### src/rtl/pts_ram.sv
// generic single-port ram with registered read
module pts_ram #(
    parameter int WIDTH = 16,
    parameter int DEPTH = 256
) (
    input  logic                     clk,
    input  logic                     we,
    input  logic [$clog2(DEPTH)-1:0] addr,
    input  logic [WIDTH-1:0]         wdata,
    output logic [WIDTH-1:0]         rdata
);

    logic [WIDTH-1:0] mem [DEPTH];
    logic [WIDTH-1:0] rdata_reg;

    always_ff @(posedge clk)
    begin
        if (we)
        begin
            mem[addr] <= wdata;
        end
        rdata_reg <= mem[addr];
    end

    assign rdata = rdata_reg;

endmodule

### config.mk
export PLATFORM = sky130hd
export DESIGN_NAME = pts_ram
export DESIGN_NICKNAME = d
export VERILOG_FILES = /design/src/rtl/pts_ram.sv
export SDC_FILE = /design/constraint.sdc
export NUM_CORES = 2
export LEC_CHECK = 0
export BUFFER_PORTS_ARGS = -buffer_cell sky130_fd_sc_hd__buf_4
export CAP_MARGIN = 20
export CORE_MARGIN = 2
export CORE_UTILIZATION = 45
export DETAILED_ROUTE_END_ITERATION = 10
export GPL_TIMING_DRIVEN = 0
export PLACE_DENSITY = 0.69
export SKIP_CTS_REPAIR_TIMING = 1
export SYNTH_ARGS = -nofsm -noshare
export SYNTH_HDL_FRONTEND = slang
export SYNTH_SLANG_ARGS = --single-unit
### constraint.sdc
create_clock -name clk -period 7.8 [get_ports clk]
set_input_delay 0.78 -clock clk [delete_from_list [all_inputs] [get_ports clk]]
set_output_delay 0.78 -clock clk [all_outputs]
set_load 0.005 [all_outputs]
==> out/qor.yml <==
outcome:
  status: "completed"
clocking:
  insertion_delay_ns: 1.00
  cts_sinks: 4112
  clk_pin_slew_worst_paths_ns: 0.06
  numCtsBuffers: 401
  clock_path_buffers: 4
  cts_tree: "done"
  clockRootBuffer: "clkbuf_16"
  h-tree-depth: 5
yosys:
  synth_compound_area_share_pct: 3.66
  synthMuxAreaShare_pct: 14.8
  yosysTopAreaCell: "edfxtp_1"
  synth_top_cell_area_share_pct: 79.1
  synth_cell_type_count: 22
  async_flop_share_pct: 0
  synth.avg_cell_area_um2: 23.1
  ys_seq_area_share_pct: 79.4
  syn_area_um2: 155000
  syn_inst: 6727
  yosys.area_share.simple_pct: 0.907
  synth-edff-count: 4096
  synthAdderAreaFrac_pct: 0
  synth_top_family_by_area: "multiplexers"
  yosysWarnings: 0
  ys_ff_latch: 4112
  synth_area_leaders: "edfxtp_1 79%, mux4_2 15%, a22oi_1 2.5%"
  syn-num-nets: 6753
  synthFlopType: "edfxtp_1"
  synth_common_cells: "4096 x edfxtp_1, 1024 x mux4_2, 512 x a22oi_1, 256 x a21oi_1, 249 x clkbuf_1"
  synth.most_common_cell: "edfxtp_1"
  synth_xor_area_share_pct: 0
power:
  pwr-share-clk_pct: 41.7
  ir_worst_vdd_uv: 200
  intPower_mw: 35.8
  p_comb_share_pct: 5.1
  sw_frac_of_total_pct: 21.8
  p_switching_mw: 10.0
  seq_power_share_pct: 53.2
  p_leak_nw: 54.2
  powerDensity_nw_per_um2: 256
timing:
  finalSetupTns_ns: 0
  rsz0062_at_grt: "false"
  hold_slack_ns: 0.0605
  drv_slew: 0
  worst_pin_slew_ns: 1.43
  finalHoldViolations: 0
  fin_ws_ns: 1.68
  finalClockSkew_ns: 0.0491
  timing.fmax_ghz: 0.163
  period_share_pct: 78.5
  setup_viol: 0
  finalCriticalPeriod_ns: 6.12
  max-slew-margin-rel_pct: 4.09
floorplanning:
  die_w_um: 592
  initial_core_util_pct: 45.3
  core_area_um2: 343000
  io_pins: 42
  dieHeight_um: 592
  rows: 215
  dieArea_um2: 350000
place:
  gp_congestion: 0.969
  dp_slack_ns: 0.950
  port_buffers: 37
  dpl.hpwl_um: 284000
routing:
  drt_pre_antenna_iters: 6
  drt-initial-drc-count: 12700
  vias: 78200
  drt-total-wl_um: 439000
  drc: 0
  viasPerCell: 6.36
  wl_per_cell_um: 35.7
  detail-route-antenna-nets: 0
global_routing:
  grt_use_total_pct: 24.9
  grt_max_degree: 149
  first_global_vias: 77300
  overflow: 0
  grt_pass1_wl_um: 606000
  antenna_found_initial: 29
setup_path:
  endpoint_kind: "register"
  cp.arrival_ns: 6.71
  worstPathRequired_ns: 8.39
  r2r_cells: 5
  cp_max_fo: 16
  path_class: "input port to register"
  critPathLaunchType: "input port"
final_layout:
  final_nets: 7411
  final_util_pct: 52.1
  largest_reg_flops: 4096
  drive_gt1_share_pct: 29.0
  area_delta_synth_final_pct: 15.0
  fillers: 25800
job:
  drv_cap: 0
min_path:
  min_delay_path_depth: 1
  hold_path_class: "input port to register"
power groups by stage:
stage               logic (mW)  clock network (mW)  registers (mW)
floorplan                 1.05                   0            24.8
global placement          2.15                   0            24.9
detailed placement        2.29                   0            24.8
CTS                       2.30                19.2            24.4
global route              2.40                20.0            24.4
finish                    2.35                19.1            24.4
cells in the final DEF (no fill, tap or decap), drive strengths merged, types with 28 or more instances in the layout:
cell / Yosys / layout
clkinv: 0 / 175
nand2: 28 / 28
clkbuf: 249 / 754
edfxtp: 4096 / 4096
o41ai: 64 / 64
mux4: 1024 / 1024
bufinv: 0 / 33
nor2: 232 / 232
buf: 171 / 424
nor3: 30 / 30
a22oi: 512 / 512
a21oi: 256 / 256
final timing paths:
check / slack (ns) / from / to
max: 1.68 / addr[3] / mem[78][1]
min: 0.06 / wdata[1] / mem[83][1]
max reg2reg: 4.11 / mem[123][11] / rdata[11]
min reg2reg: 1.29 / mem[11][5] / rdata[5]
worst max-delay path: stages:
cell,delay (ns)
clkbuf_1,0.69
and2_1,0.23
clkbuf_1,0.80
clkbuf_1,0.57
buf_8,0.25
clkbuf_1,0.63
nand3_1,0.82
clkbuf_2,0.74
buf_16,0.38
nor2_2,0.76
layer usage:
metal | global-route usage, % | vias up | share of wire [%]
li1 | - | 30400 | -
met1 | 32.1 | 41500 | 35
met2 | 38.3 | 5300 | 47
met3 | 7.80 | 947 | 13
met4 | 12.7 | 16 | 5.8
met5 | 0 | - | 0.037
stage by stage:
step                      instances  power, mW  instance area, um^2
after floorplan                6727       25.9               155000
after global placement        11300       27.0               161000
after detailed placement      11500       27.1               166000
after CTS                     12300       45.9               179000
after global routing          12300       46.8               179000
final                         12300       45.8               179000
final cells by class:
cell class	instances	area (um^2)	area share [%]
inverter	1	3.75	0.00210
sequential	4112	123000	69.0
buffer	420	1950	1.09
clock inverter	236	2310	1.29
timing repair buffer	255	3890	2.17
clock buffer	503	10500	5.89
antenna	18	45.0	0.0252
tap	4557	5700	3.19
multi-input combinational	2194	30900	17.3
logic make-up after synthesis:
group | after synthesis
DFF | 4112
muxes | 1024
AOI/OAI and AO/OA | 832
buffers and inverters | 421
and+or+nand+nor | 338
(Power assumes the default switching activity.)
