## config.mk

```make
export PLATFORM = sky130hd
export DESIGN_NAME = pts_div
export DESIGN_NICKNAME = d
export VERILOG_FILES = /design/src/rtl/pts_pkg.sv /design/src/rtl/pts_div.sv
export SDC_FILE = /design/constraint.sdc
export NUM_CORES = 1
export LEC_CHECK = 0
export BUFFER_PORTS_ARGS = -buffer_cell sky130_fd_sc_hd__buf_2
export CAP_MARGIN = 20
export CORE_UTILIZATION = 45
export CTS_CLUSTER_DIAMETER = 100
export CTS_CLUSTER_SIZE = 10
export DETAILED_ROUTE_END_ITERATION = 8
export PLACE_DENSITY = 0.66
export SETUP_SLACK_MARGIN = 0.4
export SLEW_MARGIN = 15
export SYNTH_ARGS = -nofsm -noshare
export SYNTH_HDL_FRONTEND = slang
export SYNTH_SLANG_ARGS = --single-unit
```

## constraint.sdc

```tcl
create_clock -name clk -period 4.7 [get_ports clk]
set_input_delay 0.705 -clock clk [delete_from_list [all_inputs] [get_ports clk]]
set_output_delay 0.705 -clock clk [all_outputs]
set_load 0.05 [all_outputs]
```

## src/rtl/pts_pkg.sv

```systemverilog
// shared constants, types and codes for the photometric table sampler
package pts_pkg;

    localparam int MAX_VERT        = 256;
    localparam int MAX_HORIZ       = 64;
    localparam int ANGLE_FRAC_BITS = 6;

    localparam int VERT_AW    = $clog2(MAX_VERT);
    localparam int HORIZ_AW   = $clog2(MAX_HORIZ);
    localparam int GRID_DEPTH = MAX_VERT * MAX_HORIZ;
    localparam int GRID_AW    = $clog2(GRID_DEPTH);
    localparam int SI_W       = (VERT_AW > HORIZ_AW) ? VERT_AW : HORIZ_AW;

    localparam int ONE_DEG    = 1 << ANGLE_FRAC_BITS;
    localparam int DEG90      = 90 * ONE_DEG;
    localparam int DEG90_LIM  = 90 * ONE_DEG + ONE_DEG / 2;
    localparam int DEG180     = 180 * ONE_DEG;
    localparam int DEG180_LIM = 180 * ONE_DEG + ONE_DEG / 2;
    localparam int DEG360     = 360 * ONE_DEG;
    localparam int WRAP_SLACK = ONE_DEG / 100;

    // working width of the folded horizontal angle
    localparam int PHI_W = 24;

    localparam int DIV_W = 26;

    localparam logic [1:0] KIND_VERT    = 2'd0;
    localparam logic [1:0] KIND_HORIZ   = 2'd1;
    localparam logic [1:0] KIND_CANDELA = 2'd2;
    localparam logic [1:0] KIND_SAMPLE  = 2'd3;

    localparam logic [1:0] REG_VERT_COUNT    = 2'd0;
    localparam logic [1:0] REG_HORIZ_COUNT   = 2'd1;
    localparam logic [1:0] REG_CANDELA_SCALE = 2'd2;

    typedef enum logic [4:0] {
        S_IDLE,
        S_CD_WR,
        S_RD0,
        S_RD1,
        S_RD2,
        S_FOLD,
        S_ADJ_LO,
        S_ADJ_HI,
        S_MIRROR,
        S_LOC,
        S_SRCH_RD,
        S_SRCH_CMP,
        S_TDIV,
        S_TWAIT,
        S_GRID,
        S_IC0,
        S_IC1,
        S_IPL,
        S_IPH,
        S_SUM,
        S_NORM,
        S_NWAIT,
        S_DONE
    } state_t;

    typedef enum logic [1:0] {
        FOLD_NONE,
        FOLD_QUAD,
        FOLD_HALF,
        FOLD_WRAP
    } fold_t;

    typedef struct packed {
        logic [DIV_W-1:0] rem;
        logic [15:0]      lo_bits;
        logic [DIV_W-1:0] den;
        logic [4:0]       steps;
    } div_req_t;

endpackage

```

## src/rtl/pts_div.sv

```systemverilog
// restoring divider, one quotient bit per cycle
module pts_div (
    input  logic              clk,
    input  logic              rst_n,
    input  logic              start,
    input  pts_pkg::div_req_t req,
    output logic              done,
    output logic [15:0]       quot
);

    logic [pts_pkg::DIV_W-1:0] rem_reg, rem_next;
    logic [pts_pkg::DIV_W-1:0] den_reg, den_next;
    logic [15:0]               lo_reg, lo_next;
    logic [15:0]               quot_reg, quot_next;
    logic [4:0]                cnt_reg, cnt_next;
    logic                      done_reg, done_next;
    logic [pts_pkg::DIV_W:0]   trial;

    always_comb
    begin
        rem_next  = rem_reg;
        den_next  = den_reg;
        lo_next   = lo_reg;
        quot_next = quot_reg;
        cnt_next  = cnt_reg;
        done_next = 1'b0;
        trial     = {rem_reg, lo_reg[15]};
        if (start)
        begin
            rem_next  = req.rem;
            den_next  = req.den;
            lo_next   = req.lo_bits;
            quot_next = '0;
            cnt_next  = req.steps;
        end
        else if (cnt_reg != 5'd0)
        begin
            if (trial >= {1'b0, den_reg})
            begin
                rem_next  = pts_pkg::DIV_W'(trial - {1'b0, den_reg});
                quot_next = {quot_reg[14:0], 1'b1};
            end
            else
            begin
                rem_next  = trial[pts_pkg::DIV_W-1:0];
                quot_next = {quot_reg[14:0], 1'b0};
            end
            lo_next   = {lo_reg[14:0], 1'b0};
            cnt_next  = cnt_reg - 5'd1;
            done_next = (cnt_reg == 5'd1);
        end
    end

    always_ff @(posedge clk or negedge rst_n)
    begin
        if (!rst_n)
        begin
            rem_reg  <= '0;
            den_reg  <= '0;
            lo_reg   <= '0;
            quot_reg <= '0;
            cnt_reg  <= '0;
            done_reg <= 1'b0;
        end
        else
        begin
            rem_reg  <= rem_next;
            den_reg  <= den_next;
            lo_reg   <= lo_next;
            quot_reg <= quot_next;
            cnt_reg  <= cnt_next;
            done_reg <= done_next;
        end
    end

    assign done = done_reg;
    assign quot = quot_reg;

endmodule
```

==> reports/metrics.csv <==
stage;metric;value;unit
worst_setup_path;Max Fanout on Critical Path;23;
logic_synthesis;largest family of logic cells by synthesized area;compound AO/OA/AOI/OAI gates;
logic_synthesis;syn avg cell area;8.512;sq um
power;Sw Share;41.19;%
worst_setup_path;kind of critical path;reg2reg;
placement;IO Port Bufs;92;
logic_synthesis;Synth Area in XOR/XNOR;3.793;%
die;Die Ht;113.0;microns
sta;Final Skew;0.01089;ns
worst_setup_path;Worst Path Arrival;3.33;ns
logic_synthesis;adder-cell share of the synthesized area;6.909;%
worst_setup_path;CP Capture Type;register;
die;full die area;0.01276;sq mm
grt;GR Layer Usage met1;27.03;%
sta;endpoints failing setup;0;
clocking;Max H-tree Level;3;
detailed_routing;Initial DRT Pass Iterations;7;
die;row cnt;40;
logic_synthesis;Mapped Area;0.005542;sq mm
grt;met2 usage;35.60;%
clocking;CTS root buf;clkbuf_16;
logic_synthesis;most used flip-flop cell after synthesis;dfrtp_1;
grt;total track usage;21.53;%
logic_synthesis;sequential share of the synthesized area;40.64;%
clocking;number of buffers created by CTS;9;
placement;hpwl dp;8914;microns
sta;final hold vios;0;
final_layout;final net count;831;
clocking;CTS tree;done;
final_layout;Layout area overhead;15.78;%
logic_synthesis;share of the synthesized area in the top cell type;40.64;%
detailed_routing;Vias/cell;5.390;
sta;Slew Limit Fails;0;
detailed_routing;initial DRC count;232;
clocking;Sink Count;90;
flow_run;Max Cap Viol;0;
sta;setup TNS;0;ns
final_layout;fillcell total;1175;
logic_synthesis;Commonest cells post-synth;nand2_1 (106), dfrtp_1 (90), a21oi_1 (76);
detailed_routing;wire per inst;14.61;microns
hold_path;hold crit path type;in2async;
grt;largest net degree at the start of global routing;121;
grt;initial antenna violation count;1;
power;part of the power in the clock network;19.2;%
die;Placeable Area;0.01201;sq mm
power;Pleak;3.166;nW
detailed_routing;final WL;12790;microns
clocking;CTS Hold Buffers Added;0;
clocking;later-pin clock latency in the skew report;0.36;ns
sta;crit path time final;3.045;ns
placement;Placer Congestion;0.8683;
detailed_routing;vias;4716;
power;Pint;2.233;mW
logic_synthesis;Ys Warns;0;
grt;met3 Use GR;6.267;%
grt;first-pass GRT wire length;21850;microns
worst_setup_path;CP Launch Type;register;
clocking;Clock Tree Buf Depth;2;
logic_synthesis;Distinct cells, synth;53;
logic_synthesis;Synth async-reset ratio;100.0;%
die;die width;113.0;microns
sta;Slew @ Worst Pin;0.9558;ns
die;number of top-level pins;93;
worst_setup_path;Worst Path Required;4.99;ns
logic_synthesis;Post-Syn Instances;651;
logic_synthesis;compound-cell area share of the yosys netlist;19.53;%
detailed_routing;Post-route DRC;0;
detailed_routing;Final ANT Viol Nets;0;
sta;hold_ws;0.4384;ns
logic_synthesis;largest area contributor in the synthesized netlist;dfrtp_1;
clocking;Clk pin slew, worst setup/hold paths;0.07;ns
power;worst IR drop on VDD;265.9;uV
outcome;status;finished, final reports clean;
logic_synthesis;top post-synthesis cells by area;dfrtp_1 (41%), nand2_1 (7.2%), a21oi_1 (6.9%);
grt;layer with the highest usage;met2;
logic_synthesis;Synth Net Count;757;
final_layout;Antenna Cells;0;
power;Pwr Density;591.8;mW/mm^2
logic_synthesis;Post-Synth Simple-Gate Area;17.02;%
power;NetSw;1.564;mW
logic_synthesis;mux contribution to synthesized area;7.135;%
sta;Worst slew margin;36.28;%
die;Initial Util;46.14;%
clocking;post-CTS setup buffer count;0;
grt;vias in the first global route;4615;
power;Comb pwr share;52.6;%
clocking;post-CTS sizing;0;
power;Reg power frac;28.1;%
logic_synthesis;most common cell in the synthesized netlist;nand2_1;
logic_synthesis;Post-synth EDFFs;0;
sta;final worst-path cycle share;64.79;%
grt;GR Overflow Total;0;
sta;Max Clk Rate;328.4;MHz
final_layout;layout cells sized above 1;16.90;%
logic_synthesis;Synth Register Bits;90;
sta;RSZ-0062 raised after global routing;no;
-- routing by layer --
| metal | share of wire, % | up-vias |
|---|---|---|
| li1 | - | 2408 |
| met1 | 46 | 2186 |
| met2 | 47 | 103 |
| met3 | 5.9 | 19 |
| met4 | 1.7 | 0 |
| met5 | 0 | - |
-- layout make-up --
| class | count | area [sq um] | area share (%) |
|---|---|---|---|
| Clock buffer | 10 | 239.0 | 3.725 |
| Clock inverter | 4 | 53.80 | 0.8385 |
| Inverter | 34 | 127.6 | 1.989 |
| Multi-Input combinational cell | 492 | 3017 | 47.02 |
| Sequential cell | 90 | 2252 | 35.10 |
| Tap cell | 147 | 183.9 | 2.867 |
| Timing Repair Buffer | 98 | 543.0 | 8.463 |
-- per-stage QoR --
| stage | total power, mW | setup slack, ns | util, % | instances | instance area, sq um |
|---|---|---|---|---|---|
| floorplan | 2.625 | 2.195 | - | 651 | 5542 |
| global placement | 2.971 | 1.531 | 50.58 | 859 | 6076 |
| detailed placement | 3.015 | 1.382 | 50.58 | 859 | 6076 |
| CTS | 3.764 | 1.370 | 53.02 | 873 | 6369 |
| global route | 4.080 | 1.441 | 53.42 | 875 | 6416 |
| finish | 3.797 | 1.655 | 53.42 | 875 | 6416 |
-- cell usage in the layout, fill, tap and decap left out, types with 8 or more instances in the layout --
master     count
mux2i_1       35
a31oi_1        8
nor2_1        55
ha_1          29
nand2b_1       9
nor3_1        10
dfrtp_1       90
buf_2         90
o21ai_0       58
a21oi_1       76
xor2_1        10
nand2_1      105
xnor2_1       14
inv_1         34
clkbuf_16      9
-- logic make-up (layout without fill, tap and decap cells) --
| kind of cell | count (synthesis) | in the layout |
|---|---|---|
| and+or+nand+nor | 216 | 216 |
| buffers and inverters | 69 | 146 |
| AOI/OAI and AO/OA | 183 | 183 |
| xor gates and xnor gates | 24 | 24 |
| muxes | 39 | 39 |
| DFF | 90 | 90 |
| adders and majority gates | 30 | 30 |
-- final timing paths --
| kind | start | endpoint | slack (ns) | cells past startpoint |
|---|---|---|---|---|
| max in group asynchronous | rst_n | rem_reg[25]$_DFFE_PN0P_ | 3.37 | 2 |
| worst min register to register | quot[15]$_DFFE_PN0P_ | quot[15]$_DFFE_PN0P_ | 0.52 | 2 |
| worst max register to register | rem_reg[11]$_DFFE_PN0P_ | rem_reg[0]$_DFFE_PN0P_ | 1.65 | 10 |
| worst max-delay path | rem_reg[11]$_DFFE_PN0P_ | rem_reg[0]$_DFFE_PN0P_ | 1.65 | 10 |
| min in group clk | quot[15]$_DFFE_PN0P_ | quot[15]$_DFFE_PN0P_ | 0.52 | 2 |
| worst min-delay path | rst_n | den_reg[6]$_DFFE_PN0P_ | 0.44 | 1 |
-- power by group through the flow --
stage / logic (mW) / clock network [mW] / registers [mW]
global placement: 1.90 / 0 / 1.07
global route: 2.22 / 0.771 / 1.09
CTS: 1.95 / 0.747 / 1.07
floorplan: 1.55 / 0 / 1.08
detailed placement: 1.93 / 0 / 1.08
finish: 2.00 / 0.730 / 1.07
-- worst max-delay path, cell delays in order (launching register included) --
cell	delay [ns]
dfrtp_1	0.40
ha_1	0.44
a21oi_1	0.14
o21ai_2	0.17
o211ai_1	0.14
a31oi_1	0.22
and3b_2	0.26
a2bb2oi_4	0.45
buf_16	0.24
mux2_2	0.35
a21oi_1	0.15
No activity file was read; power rests on OpenSTA's default activity.
